## config.mk

```make
export PLATFORM = sky130hd
export DESIGN_NAME = parallel_bus_slave_handshake_unit
export DESIGN_NICKNAME = d
export VERILOG_FILES = /design/src/design/pbsh_pkg.sv /design/src/design/parallel_bus_slave_handshake_unit.sv /design/src/design/pbsh_front.sv /design/src/design/pbsh_back.sv
export VERILOG_INCLUDE_DIRS = /design/src /design/src/design
export SDC_FILE = /design/constraint.sdc
export NUM_CORES = 1
export LEC_CHECK = 0
export BUFFER_PORTS_ARGS = -buffer_cell sky130_fd_sc_hd__buf_2
export CAP_MARGIN = 20
export CORE_MARGIN = 2
export CORE_UTILIZATION = 50
export DETAILED_ROUTE_END_ITERATION = 10
export GPL_TIMING_DRIVEN = 0
export HOLD_SLACK_MARGIN = 0.12
export PLACE_DENSITY_LB_ADDON = 0.12
export SYNTH_ARGS = -nofsm -noshare
export SYNTH_HDL_FRONTEND = slang
export SYNTH_SLANG_ARGS = --single-unit
```

## constraint.sdc

```tcl
create_clock -name clk -period 5.9 [get_ports clk]
set_clock_uncertainty 0.15 [all_clocks]
set_input_delay 1.18 -clock clk [delete_from_list [all_inputs] [get_ports clk]]
set_output_delay 1.18 -clock clk [all_outputs]
set_load 0.03 [all_outputs]
```

## src/design/assert_macros.svh

```systemverilog
// assertion macros for the handshake unit
// no dependencies
`ifndef ASSERT_MACROS_SVH
`define ASSERT_MACROS_SVH
`ifndef SYNTHESIS
`define PBSH_ASSERT(lbl, clk, rstn, prop) \
    lbl: assert property (@(posedge clk) disable iff (!rstn) prop) else $error("pbsh check failed");
`define PBSH_NEVER(lbl, clk, rstn, expr) \
    lbl: assert property (@(posedge clk) disable iff (!rstn) !(expr)) else $error("pbsh check failed");
`else
`define PBSH_ASSERT(lbl, clk, rstn, prop)
`define PBSH_NEVER(lbl, clk, rstn, expr)
`endif
`endif

```

## src/design/pbsh_pkg.sv

```systemverilog
// shared types and constants for the handshake unit
// no dependencies
package pbsh_pkg;

    localparam int SEND_DEPTH = 32;
    localparam int RECV_DEPTH = 32;
    localparam int SEND_AW = $clog2(SEND_DEPTH + 2);
    localparam int RECV_AW = $clog2(RECV_DEPTH + 1);
    localparam logic [7:0] EOL_RESET = 8'd13;

    typedef enum logic [1:0] {
        MODE_IDLE  = 2'd0,
        MODE_RESET = 2'd1,
        MODE_READ  = 2'd2,
        MODE_WRITE = 2'd3
    } mode_t;

    typedef struct packed {
        logic       is_load;
        logic       sel;
        logic       hrst;
        logic       rnw;
        logic [7:0] bus;
        logic [7:0] ch;
        logic       first;
    } item_t;

endpackage

```

## src/design/parallel_bus_slave_handshake_unit.sv

```systemverilog
// top level of the bus slave handshake unit
// depends on pbsh_pkg, pbsh_front and pbsh_back
//
// A poll item passes through the sequence engine's fetch, execute and status result
// states, plus a check state before the status result when a host read advances
// the send position, since the next send byte comes through the store's one
// registered read port. A load item stays in the fetch state. A finished command
// adds a state that starts the receive store read, then one result per command
// byte; an empty command adds one result. A two-item queue sits in front of the
// engine, a result register behind it, so input and output stall independently.
module parallel_bus_slave_handshake_unit
(
    input  logic       clk,
    input  logic       rst_n,
    input  logic       cfg_we,
    input  logic [7:0] cfg_wdata,
    input  logic       in_valid,
    output logic       in_stall,
    input  logic       operation,
    input  logic       select_n,
    input  logic       host_reset_n,
    input  logic       read_not_write,
    input  logic [7:0] bus_in,
    input  logic [7:0] send_char,
    input  logic       send_first,
    output logic       out_valid,
    input  logic       out_stall,
    output logic       kind,
    output logic       int_n_level,
    output logic       bus_drive,
    output logic [7:0] bus_out,
    output logic       busy_res,
    output logic [7:0] cmd_char,
    output logic       cmd_last
);

    logic [7:0] eol_reg;
    logic q_valid, q_take;
    pbsh_pkg::item_t q_item;

    always_ff @(posedge clk or negedge rst_n)
    begin
        if (!rst_n)
            eol_reg <= pbsh_pkg::EOL_RESET;
        else if (cfg_we)
            eol_reg <= cfg_wdata;
    end

    pbsh_front u_front
    (
        .clk(clk), .rst_n(rst_n), .in_valid(in_valid), .in_stall(in_stall),
        .operation(operation), .select_n(select_n), .host_reset_n(host_reset_n),
        .read_not_write(read_not_write), .bus_in(bus_in), .send_char(send_char),
        .send_first(send_first), .q_valid(q_valid), .q_item(q_item), .q_take(q_take)
    );

    pbsh_back u_back
    (
        .clk(clk), .rst_n(rst_n), .eol(eol_reg), .q_valid(q_valid), .q_item(q_item),
        .q_take(q_take), .out_valid(out_valid), .out_stall(out_stall), .kind(kind),
        .int_n_level(int_n_level), .bus_drive(bus_drive), .bus_out(bus_out),
        .busy_res(busy_res), .cmd_char(cmd_char), .cmd_last(cmd_last)
    );

endmodule

```

## src/design/pbsh_front.sv

```systemverilog
// front part: classifies input items and queues them for the back part
// depends on pbsh_pkg
module pbsh_front
(
    input  logic           clk,
    input  logic           rst_n,
    input  logic           in_valid,
    output logic           in_stall,
    input  logic           operation,
    input  logic           select_n,
    input  logic           host_reset_n,
    input  logic           read_not_write,
    input  logic [7:0]     bus_in,
    input  logic [7:0]     send_char,
    input  logic           send_first,
    output logic           q_valid,
    output pbsh_pkg::item_t q_item,
    input  logic           q_take
);

    pbsh_pkg::item_t slot_reg [2];
    logic [1:0] cnt_reg, cnt_next;
    logic       wp_reg, rp_reg;
    logic       push, pop;
    pbsh_pkg::item_t item;

    assign in_stall = (cnt_reg == 2'd2);
    assign push     = in_valid && !in_stall;
    assign q_valid  = (cnt_reg != 2'd0);
    assign pop      = q_take && q_valid;
    assign q_item   = slot_reg[rp_reg];

    always_comb
    begin
        item.is_load = operation;
        item.sel     = !select_n;
        item.hrst    = !host_reset_n;
        item.rnw     = read_not_write;
        item.bus     = bus_in;
        item.ch      = send_char;
        item.first   = send_first;
        cnt_next     = cnt_reg + 2'(push) - 2'(pop);
    end

    always_ff @(posedge clk)
    begin
        if (push)
        begin
            slot_reg[wp_reg] <= item;
        end
    end

    always_ff @(posedge clk or negedge rst_n)
    begin
        if (!rst_n)
        begin
            cnt_reg <= 2'd0;
            wp_reg  <= 1'b0;
            rp_reg  <= 1'b0;
        end
        else
        begin
            cnt_reg <= cnt_next;
            if (push)
            begin
                wp_reg <= !wp_reg;
            end
            if (pop)
            begin
                rp_reg <= !rp_reg;
            end
        end
    end

endmodule

```

## src/design/pbsh_back.sv

```systemverilog
// back part: runs the bus sequences, holds the send and receive stores, emits results
// depends on pbsh_pkg and assert_macros.svh
`include "assert_macros.svh"
module pbsh_back
(
    input  logic            clk,
    input  logic            rst_n,
    input  logic [7:0]      eol,
    input  logic            q_valid,
    input  pbsh_pkg::item_t q_item,
    output logic            q_take,
    output logic            out_valid,
    input  logic            out_stall,
    output logic            kind,
    output logic            int_n_level,
    output logic            bus_drive,
    output logic [7:0]      bus_out,
    output logic            busy_res,
    output logic [7:0]      cmd_char,
    output logic            cmd_last
);

    localparam int SAW = pbsh_pkg::SEND_AW;
    localparam int RAW = pbsh_pkg::RECV_AW;
    localparam logic [SAW-1:0] SEND_END = SAW'(pbsh_pkg::SEND_DEPTH);
    localparam logic [RAW-1:0] RECV_END = RAW'(pbsh_pkg::RECV_DEPTH);
    localparam logic [RAW-1:0] RECV_LASTIX = RAW'(pbsh_pkg::RECV_DEPTH - 1);

    typedef enum logic [6:0] {
        ST_FETCH = 7'b0000001,
        ST_EXEC  = 7'b0000010,
        ST_CHK   = 7'b0000100,
        ST_STAT  = 7'b0001000,
        ST_CFIRST = 7'b0010000,
        ST_CMD   = 7'b0100000,
        ST_TAIL  = 7'b1000000
    } state_t;

    state_t st_reg, st_next;
    pbsh_pkg::item_t it_reg, it_next;
    pbsh_pkg::mode_t mode_reg, mode_next;
    logic rstph_reg, rstph_next, rdph_reg, rdph_next;
    logic [1:0] wrph_reg, wrph_next;
    logic [SAW-1:0] req_reg, req_next, xmit_reg, xmit_next, load_reg, load_next;
    logic [RAW-1:0] rpos_reg, rpos_next, cidx_reg, cidx_next;
    logic closed_reg, closed_next, intl_reg, intl_next, drv_reg, drv_next;
    logic [7:0] ob_reg, ob_next, ccur_reg, ccur_next;
    logic cpend_reg, cpend_next;
    logic ov_reg, ov_next, ok_reg, ok_next, oi_reg, oi_next, od_reg, od_next;
    logic ob2_busy_reg, ob2_busy_next, ol_reg, ol_next;
    logic [7:0] oo_reg, oo_next, oc_reg, oc_next;
    logic out_free;

    // stores
    logic [7:0] smem [pbsh_pkg::SEND_DEPTH + 1];
    logic [7:0] rmem [pbsh_pkg::RECV_DEPTH + 1];
    logic [pbsh_pkg::SEND_DEPTH:0] svld_reg;
    logic [pbsh_pkg::RECV_DEPTH:0] rvld_reg;
    logic [7:0] srd_reg, rrd_reg;
    logic srv_reg, rrv_reg;
    logic [7:0] s_data, r_data;
    logic s_we, s_re, s_flush, r_we, r_re, r_flush;
    logic [SAW-1:0] s_waddr, s_raddr;
    logic [RAW-1:0] r_waddr, r_raddr;
    logic [7:0] s_wdata, r_wdata;

    assign s_data   = srv_reg ? srd_reg : 8'd0;
    assign r_data   = rrv_reg ? rrd_reg : 8'd0;
    assign out_free = !ov_reg || !out_stall;

    assign out_valid   = ov_reg;
    assign kind        = ok_reg;
    assign int_n_level = oi_reg;
    assign bus_drive   = od_reg;
    assign bus_out     = oo_reg;
    assign busy_res    = ob2_busy_reg;
    assign cmd_char    = oc_reg;
    assign cmd_last    = ol_reg;

    always_comb
    begin
        st_next = st_reg; it_next = it_reg; mode_next = mode_reg;
        rstph_next = rstph_reg; rdph_next = rdph_reg; wrph_next = wrph_reg;
        req_next = req_reg; xmit_next = xmit_reg; load_next = load_reg;
        rpos_next = rpos_reg; cidx_next = cidx_reg; closed_next = closed_reg;
        intl_next = intl_reg; drv_next = drv_reg; ob_next = ob_reg;
        ccur_next = ccur_reg; cpend_next = cpend_reg;
        ov_next = ov_reg && out_stall; ok_next = ok_reg; oi_next = oi_reg;
        od_next = od_reg; oo_next = oo_reg; ob2_busy_next = ob2_busy_reg;
        oc_next = oc_reg; ol_next = ol_reg;
        q_take = 1'b0;
        s_we = 1'b0; s_re = 1'b0; s_flush = 1'b0; s_waddr = load_reg;
        s_raddr = xmit_reg; s_wdata = 8'd0;
        r_we = 1'b0; r_re = 1'b0; r_flush = 1'b0; r_waddr = rpos_reg;
        r_raddr = rpos_reg; r_wdata = 8'd0;

        unique case (st_reg)
            ST_FETCH:
            begin
                q_take = 1'b1;
                if (q_valid)
                begin
                    it_next = q_item;
                    if (q_item.is_load)
                    begin
                        if (q_item.first || !closed_reg)
                        begin
                            s_we    = 1'b1;
                            s_waddr = q_item.first ? '0 : load_reg;
                            if (q_item.ch == 8'd0 || s_waddr >= SEND_END)
                            begin
                                s_wdata     = eol;
                                closed_next = 1'b1;
                                load_next   = s_waddr;
                            end
                            else
                            begin
                                s_wdata     = q_item.ch;
                                closed_next = 1'b0;
                                load_next   = s_waddr + SAW'(1);
                            end
                        end
                    end
                    else
                    begin
                        s_re    = 1'b1;
                        r_re    = 1'b1;
                        st_next = ST_EXEC;
                    end
                end
            end
            ST_EXEC:
            begin
                st_next = ST_STAT;
                unique case (mode_reg)
                    pbsh_pkg::MODE_IDLE:
                    begin
                        if (it_reg.sel)
                        begin
                            if (it_reg.hrst)
                                mode_next = pbsh_pkg::MODE_RESET;
                            else if (it_reg.rnw)
                                mode_next = pbsh_pkg::MODE_READ;
                            else
                                mode_next = pbsh_pkg::MODE_WRITE;
                        end
                        else if (req_reg == xmit_reg && s_data != 8'd0)
                        begin
                            req_next  = req_reg + SAW'(1);
                            intl_next = 1'b0;
                        end
                    end
                    pbsh_pkg::MODE_RESET:
                    begin
                        if (!rstph_reg)
                        begin
                            s_flush = 1'b1; r_flush = 1'b1;
                            req_next = '0; xmit_next = '0; load_next = '0;
                            closed_next = 1'b0; rpos_next = '0;
                            drv_next = 1'b0; intl_next = 1'b0; rstph_next = 1'b1;
                        end
                        else if (!it_reg.sel)
                        begin
                            intl_next = 1'b1; rstph_next = 1'b0;
                            mode_next = pbsh_pkg::MODE_IDLE;
                        end
                    end
                    pbsh_pkg::MODE_READ:
                    begin
                        if (it_reg.sel && it_reg.hrst)
                        begin
                            mode_next = pbsh_pkg::MODE_IDLE;
                        end
                        else if (!rdph_reg)
                        begin
                            drv_next = 1'b1; ob_next = s_data;
                            intl_next = 1'b1; rdph_next = 1'b1;
                        end
                        else if (!it_reg.rnw)
                        begin
                            drv_next = 1'b0; mode_next = pbsh_pkg::MODE_IDLE;
                            rdph_next = 1'b0;
                            if (xmit_reg < SEND_END)
                            begin
                                xmit_next = xmit_reg + SAW'(1);
                                s_re      = 1'b1;
                                s_raddr   = xmit_reg + SAW'(1);
                                st_next   = ST_CHK;
                            end
                            else
                            begin
                                s_flush = 1'b1;
                                req_next = '0; xmit_next = '0; load_next = '0;
                                closed_next = 1'b0;
                            end
                        end
                    end
                    pbsh_pkg::MODE_WRITE:
                    begin
                        if (it_reg.sel && it_reg.hrst)
                        begin
                            mode_next = pbsh_pkg::MODE_IDLE;
                        end
                        else if (wrph_reg == 2'd0)
                        begin
                            r_we = 1'b1; r_wdata = it_reg.bus;
                            intl_next = 1'b0; wrph_next = 2'd1;
                        end
                        else if (wrph_reg == 2'd1)
                        begin
                            if (!it_reg.sel)
                            begin
                                intl_next = 1'b1; wrph_next = 2'd2;
                            end
                        end
                        else if (it_reg.rnw)
                        begin
                            if (r_data == eol)
                            begin
                                r_we = 1'b1; r_wdata = 8'd0; cpend_next = 1'b1;
                            end
                            else if (rpos_reg < RECV_END)
                            begin
                                rpos_next = rpos_reg + RAW'(1);
                            end
                            wrph_next = 2'd0; mode_next = pbsh_pkg::MODE_IDLE;
                        end
                    end
                    default:
                    begin
                        mode_next = pbsh_pkg::MODE_IDLE;
                    end
                endcase
            end
            ST_CHK:
            begin
                if (s_data == 8'd0)
                begin
                    s_flush = 1'b1;
                    req_next = '0; xmit_next = '0; load_next = '0; closed_next = 1'b0;
                end
                st_next = ST_STAT;
            end
            ST_STAT:
            begin
                if (out_free)
                begin
                    ov_next = 1'b1; ok_next = 1'b0; oi_next = intl_reg;
                    od_next = drv_reg; oo_next = ob_reg;
                    ob2_busy_next = (mode_reg != pbsh_pkg::MODE_IDLE);
                    oc_next = 8'd0; ol_next = 1'b0;
                    if (cpend_reg)
                    begin
                        r_re = 1'b1; r_raddr = '0; cidx_next = '0;
                        st_next = ST_CFIRST;
                    end
                    else
                    begin
                        st_next = ST_FETCH;
                    end
                end
            end
            ST_CFIRST:
            begin
                if (r_data == 8'd0)
                begin
                    if (out_free)
                    begin
                        ov_next = 1'b1; ok_next = 1'b1; oi_next = 1'b0; od_next = 1'b0;
                        oo_next = 8'd0; ob2_busy_next = 1'b0; oc_next = 8'd0;
                        ol_next = 1'b1;
                        r_flush = 1'b1; rpos_next = '0; cpend_next = 1'b0;
                        st_next = ST_FETCH;
                    end
                end
                else
                begin
                    ccur_next = r_data;
                    r_re = 1'b1; r_raddr = RAW'(1);
                    st_next = ST_CMD;
                end
            end
            ST_CMD:
            begin
                if (out_free)
                begin
                    ov_next = 1'b1; ok_next = 1'b1; oi_next = 1'b0; od_next = 1'b0;
                    oo_next = 8'd0; ob2_busy_next = 1'b0; oc_next = ccur_reg;
                    ol_next = (r_data == 8'd0);
                    if (r_data == 8'd0)
                    begin
                        r_flush = 1'b1; rpos_next = '0; cpend_next = 1'b0;
                        st_next = ST_FETCH;
                    end
                    else
                    begin
                        ccur_next = r_data;
                        cidx_next = cidx_reg + RAW'(1);
                        if (cidx_reg + RAW'(1) == RECV_LASTIX)
                        begin
                            st_next = ST_TAIL;
                        end
                        else
                        begin
                            r_re = 1'b1; r_raddr = cidx_reg + RAW'(2);
                        end
                    end
                end
            end
            ST_TAIL:
            begin
                if (out_free)
                begin
                    ov_next = 1'b1; ok_next = 1'b1; oi_next = 1'b0; od_next = 1'b0;
                    oo_next = 8'd0; ob2_busy_next = 1'b0; oc_next = ccur_reg;
                    ol_next = 1'b1;
                    r_flush = 1'b1; rpos_next = '0; cpend_next = 1'b0;
                    st_next = ST_FETCH;
                end
            end
            default:
            begin
                st_next = ST_FETCH;
            end
        endcase
    end

    always_ff @(posedge clk)
    begin
        if (s_we)
            smem[s_waddr] <= s_wdata;
        if (s_re)
            srd_reg <= smem[s_raddr];
        if (r_we)
            rmem[r_waddr] <= r_wdata;
        if (r_re)
            rrd_reg <= rmem[r_raddr];
        it_reg <= it_next;
    end

    always_ff @(posedge clk)
    begin
        ccur_reg <= ccur_next;
        ok_reg <= ok_next; oi_reg <= oi_next; od_reg <= od_next; oo_reg <= oo_next;
        ob2_busy_reg <= ob2_busy_next; oc_reg <= oc_next; ol_reg <= ol_next;
    end

    always_ff @(posedge clk or negedge rst_n)
    begin
        if (!rst_n)
        begin
            st_reg <= ST_FETCH; mode_reg <= pbsh_pkg::MODE_IDLE;
            rstph_reg <= 1'b0; rdph_reg <= 1'b0; wrph_reg <= 2'd0;
            req_reg <= '0; xmit_reg <= '0; load_reg <= '0; rpos_reg <= '0;
            cidx_reg <= '0; closed_reg <= 1'b0; intl_reg <= 1'b1; drv_reg <= 1'b0;
            ob_reg <= 8'd0; cpend_reg <= 1'b0; ov_reg <= 1'b0;
            svld_reg <= '0; rvld_reg <= '0; srv_reg <= 1'b0; rrv_reg <= 1'b0;
        end
        else
        begin
            st_reg <= st_next; mode_reg <= mode_next;
            rstph_reg <= rstph_next; rdph_reg <= rdph_next; wrph_reg <= wrph_next;
            req_reg <= req_next; xmit_reg <= xmit_next; load_reg <= load_next;
            rpos_reg <= rpos_next; cidx_reg <= cidx_next; closed_reg <= closed_next;
            intl_reg <= intl_next; drv_reg <= drv_next; ob_reg <= ob_next;
            cpend_reg <= cpend_next; ov_reg <= ov_next;
            if (s_re)
                srv_reg <= svld_reg[s_raddr];
            if (r_re)
                rrv_reg <= rvld_reg[r_raddr];
            if (s_flush)
                svld_reg <= '0;
            else if (s_we)
                svld_reg[s_waddr] <= 1'b1;
            if (r_flush)
                rvld_reg <= '0;
            else if (r_we)
                rvld_reg[r_waddr] <= 1'b1;
        end
    end

    `PBSH_NEVER(a_take_only_fetch, clk, rst_n, q_take && st_reg != ST_FETCH)
    `PBSH_NEVER(a_load_in_range, clk, rst_n, load_reg > SEND_END)
    `PBSH_NEVER(a_xmit_in_range, clk, rst_n, xmit_reg > SEND_END)
    `PBSH_NEVER(a_rpos_in_range, clk, rst_n, rpos_reg > RECV_END)

endmodule
```

==> results.cfg <==
[outcome]
status = finished clean

[route]
post_drt_wl_per_cell_um = 25.5
route.detailed.drc = 0
drtIter0Drc = 1772
dr_total_vias = 19000
via_per_inst = 5.91
ant_nets = 0
drt-total-wl_mm = 82.1
dr.pass1.iters = 5

[yosys]
syn-num-nets = 2210
seq_area_frac_synth_pct = 69.6
syn_avg_cell_area_sq_um = 14.8
yosys_warnings = 0
synth.distinct_cells = 80
synth_seq_cells = 762
synth_enable_flop_cells = 626
synth_area_sq_um = 31900
async_flop_share_pct = 17.8
yosys_most_used_dff = edfxtp_1
syn_inst = 2161

[cts]
postCtsHoldBufs = 0
clock_sinks = 762
cts-htree-levels = 3
post_cts_resized = 0
post_cts_buffers = 0
cts_root_buffer = clkbuf_16
numCtsBuffers = 79
clk_latency_ns = 0.62
cts_buffer_depth = 3
tritoncts = built
clkTransAtPathRegs_ns = 0.06

[pwr]
p_leak_nw = 13.0
power_density_nw_per_um2 = 393
p_total_mw = 14.2
peakVddDrop_mv = 0.284

[sta]
fin_crit_sh_pct = 89.3
rsz0062_at_grt = false
setup_ws_ns = 0.628
setup_violations = 0
finalSetupTns_ns = 0
hold_violations = 0
hold_ws_ns = 0.329
timing.fmax_ghz = 0.190
slew_headroom_pct = 27.2
min_period_ns = 5.27
maxSlewViolCount = 0
tightest_slew_ns = 1.09

[setup_path]
critPathCaptureType = flip-flop
critPathMaxStageDelay_ns = 0.92
cp.arrival_ns = 5.50
slowest_stage = a311oi_1
critPathMaxFanout = 10
crit_buf_inv = 3
timing.rr.start = u_back.cidx_reg[2]$_DFFE_PN0P_
start_kind = flip-flop
required_ns = 6.12
path_delay_family = compound AO/OA/AOI/OAI gates
startpoint = u_back.cidx_reg[2]$_DFFE_PN0P_
path_class = flip-flop to flip-flop
cp_cell_sequence = ha_1, nand3b_1, a2111oi_2, nor3_2, a211oi_4, buf_6, buf_2, buf_4, nand2_1, a311oi_1, nor4_1, a22o_1

[finish]
fin_nets = 2363
fillers = 5060
layout_common_cells = edfxtp_1, nand2_1, mux2i_1, dfrtp_1, nor2_1
drive_gt1_share_pct = 15.6
final_common_cell = edfxtp_1
design_area_sq_um = 36100
multi_input_area_sq_um = 9140
register_area_sq_um = 22200
syn_to_final_growth_pct = 13.1

[floorplanning]
die_area_sq_um = 65800
rows = 92
initial_core_util_pct = 50.6
ioPinCount = 57
die_w_um = 257
design.core.area_sq_um = 63100
die_y_um = 257

[global_route]
grt_max_degree = 73
grt_pass1_vias = 19000
grt_overflow_total = 0
antenna_found_initial = 2
track_usage_pct = 25.0
grt_pass1_wl_mm = 122

[worst_hold_path]
min_path_type = flip-flop to flip-flop
worstHoldStart = u_back.ob_reg[7]$_DFFE_PN0P_

[placement]
globalplace.congestion = 0.970
place_area_sq_um = 33600
port_buffers = 55
dp_slack_ns = 0.492
place_hpwl_mm = 57.7

[run]
drv_cap = 0
## routing by layer
layer / global-route usage, % / vias to the layer above / part of all wire, %
met1: 33.3 / 9691 / 42
met3: 4.06 / 185 / 5.0
met4: 10.0 / 2 / 4.2
li1: - / 8574 / -
met5: 0 / - / 0.017
met2: 41.4 / 594 / 49
## path summary, 6_finish.rpt
kind                                                    to  slack (ns)  cells past startpoint
max reg2reg                    u_back.rrd_reg[5]$_DFFE_PP_        0.63                     12
min reg2reg                   u_back.ob_reg[7]$_DFFE_PN0P_        0.33                      2
min                           u_back.ob_reg[7]$_DFFE_PN0P_        0.33                      2
max in group asynchronous      u_back.intl_reg$_DFFE_PN1P_        4.30                      2
max                            u_back.rrd_reg[5]$_DFFE_PP_        0.63                     12
min in group asynchronous  u_back.svld_reg[10]$_DFFE_PN0P_        0.44                      1
## report_power, final
part           internal [mW]  leakage, nW  switching (mW)
clock network           2.66         1.17            2.03
registers               6.36         7.07           0.210
logic                   1.02         4.79            1.90
total                   10.0         13.0            4.14
## metrics by stage
stage | utilization, % | cells
after detailed placement | 53.3 | 3077
after floorplan | - | 2161
after global placement | 52.7 | 3062
final | 57.2 | 3225
after CTS | 57.2 | 3222
after global routing | 57.2 | 3224
## synth_stat cells, types with 9 or more instances
cell	n	share of area [%]
nor2_1	111	1.3
mux4_2	72	5.1
dfrtp_1	131	10
and3_1	17	0.33
o22ai_1	16	0.31
nor2b_1	11	0.22
a22o_1	12	0.33
and2_1	40	0.78
xor2_1	12	0.33
o21a_1	70	1.6
nand3_1	53	0.83
buf_2	32	0.50
o21ai_0	71	1.1
edfxtp_1	626	59
nand2_1	278	3.3
buf_4	12	0.28
nand4_1	20	0.39
clkbuf_1	62	0.73
o31ai_1	11	0.26
inv_1	22	0.26
nand2b_1	14	0.27
nor3_1	34	0.53
mux2i_1	134	4.2
a21oi_1	82	1.3
a2111oi_0	9	0.25
a32oi_1	9	0.25
mux2_2	27	0.95
ha_1	15	0.59
nor4_1	14	0.27
## area by class of cell
type	instances	share of cell area [%]
Antenna cell	1	0.00694
Buffer	116	1.55
Clock buffer	112	6.23
Clock inverter	33	0.503
Inverter	22	0.229
Multi-Input combinational cell	1261	25.3
Sequential cell	762	61.6
Tap cell	846	2.93
Timing Repair Buffer	72	1.64
## worst min-delay path: cells and delay by family (launching register included)
family / cells / cell delay (ns)
DFF: 1 / 0.34
AOI/OAI and AO/OA: 1 / 0.06
and+or+nand+nor: 1 / 0.04
## logic make-up after synthesis
logic type | Yosys count | synth area share, %
flip-flops | 762 | 69.6
AND/OR/NAND/NOR | 630 | 9.24
AO/OA/AOI/OAI | 363 | 7.73
multiplexers | 233 | 10.2
buffers and inverters | 138 | 2.01
XOR/XNOR | 20 | 0.549
adder cells (fa/ha/maj) | 15 | 0.589
No activity file was read; power rests on OpenSTA's default activity.
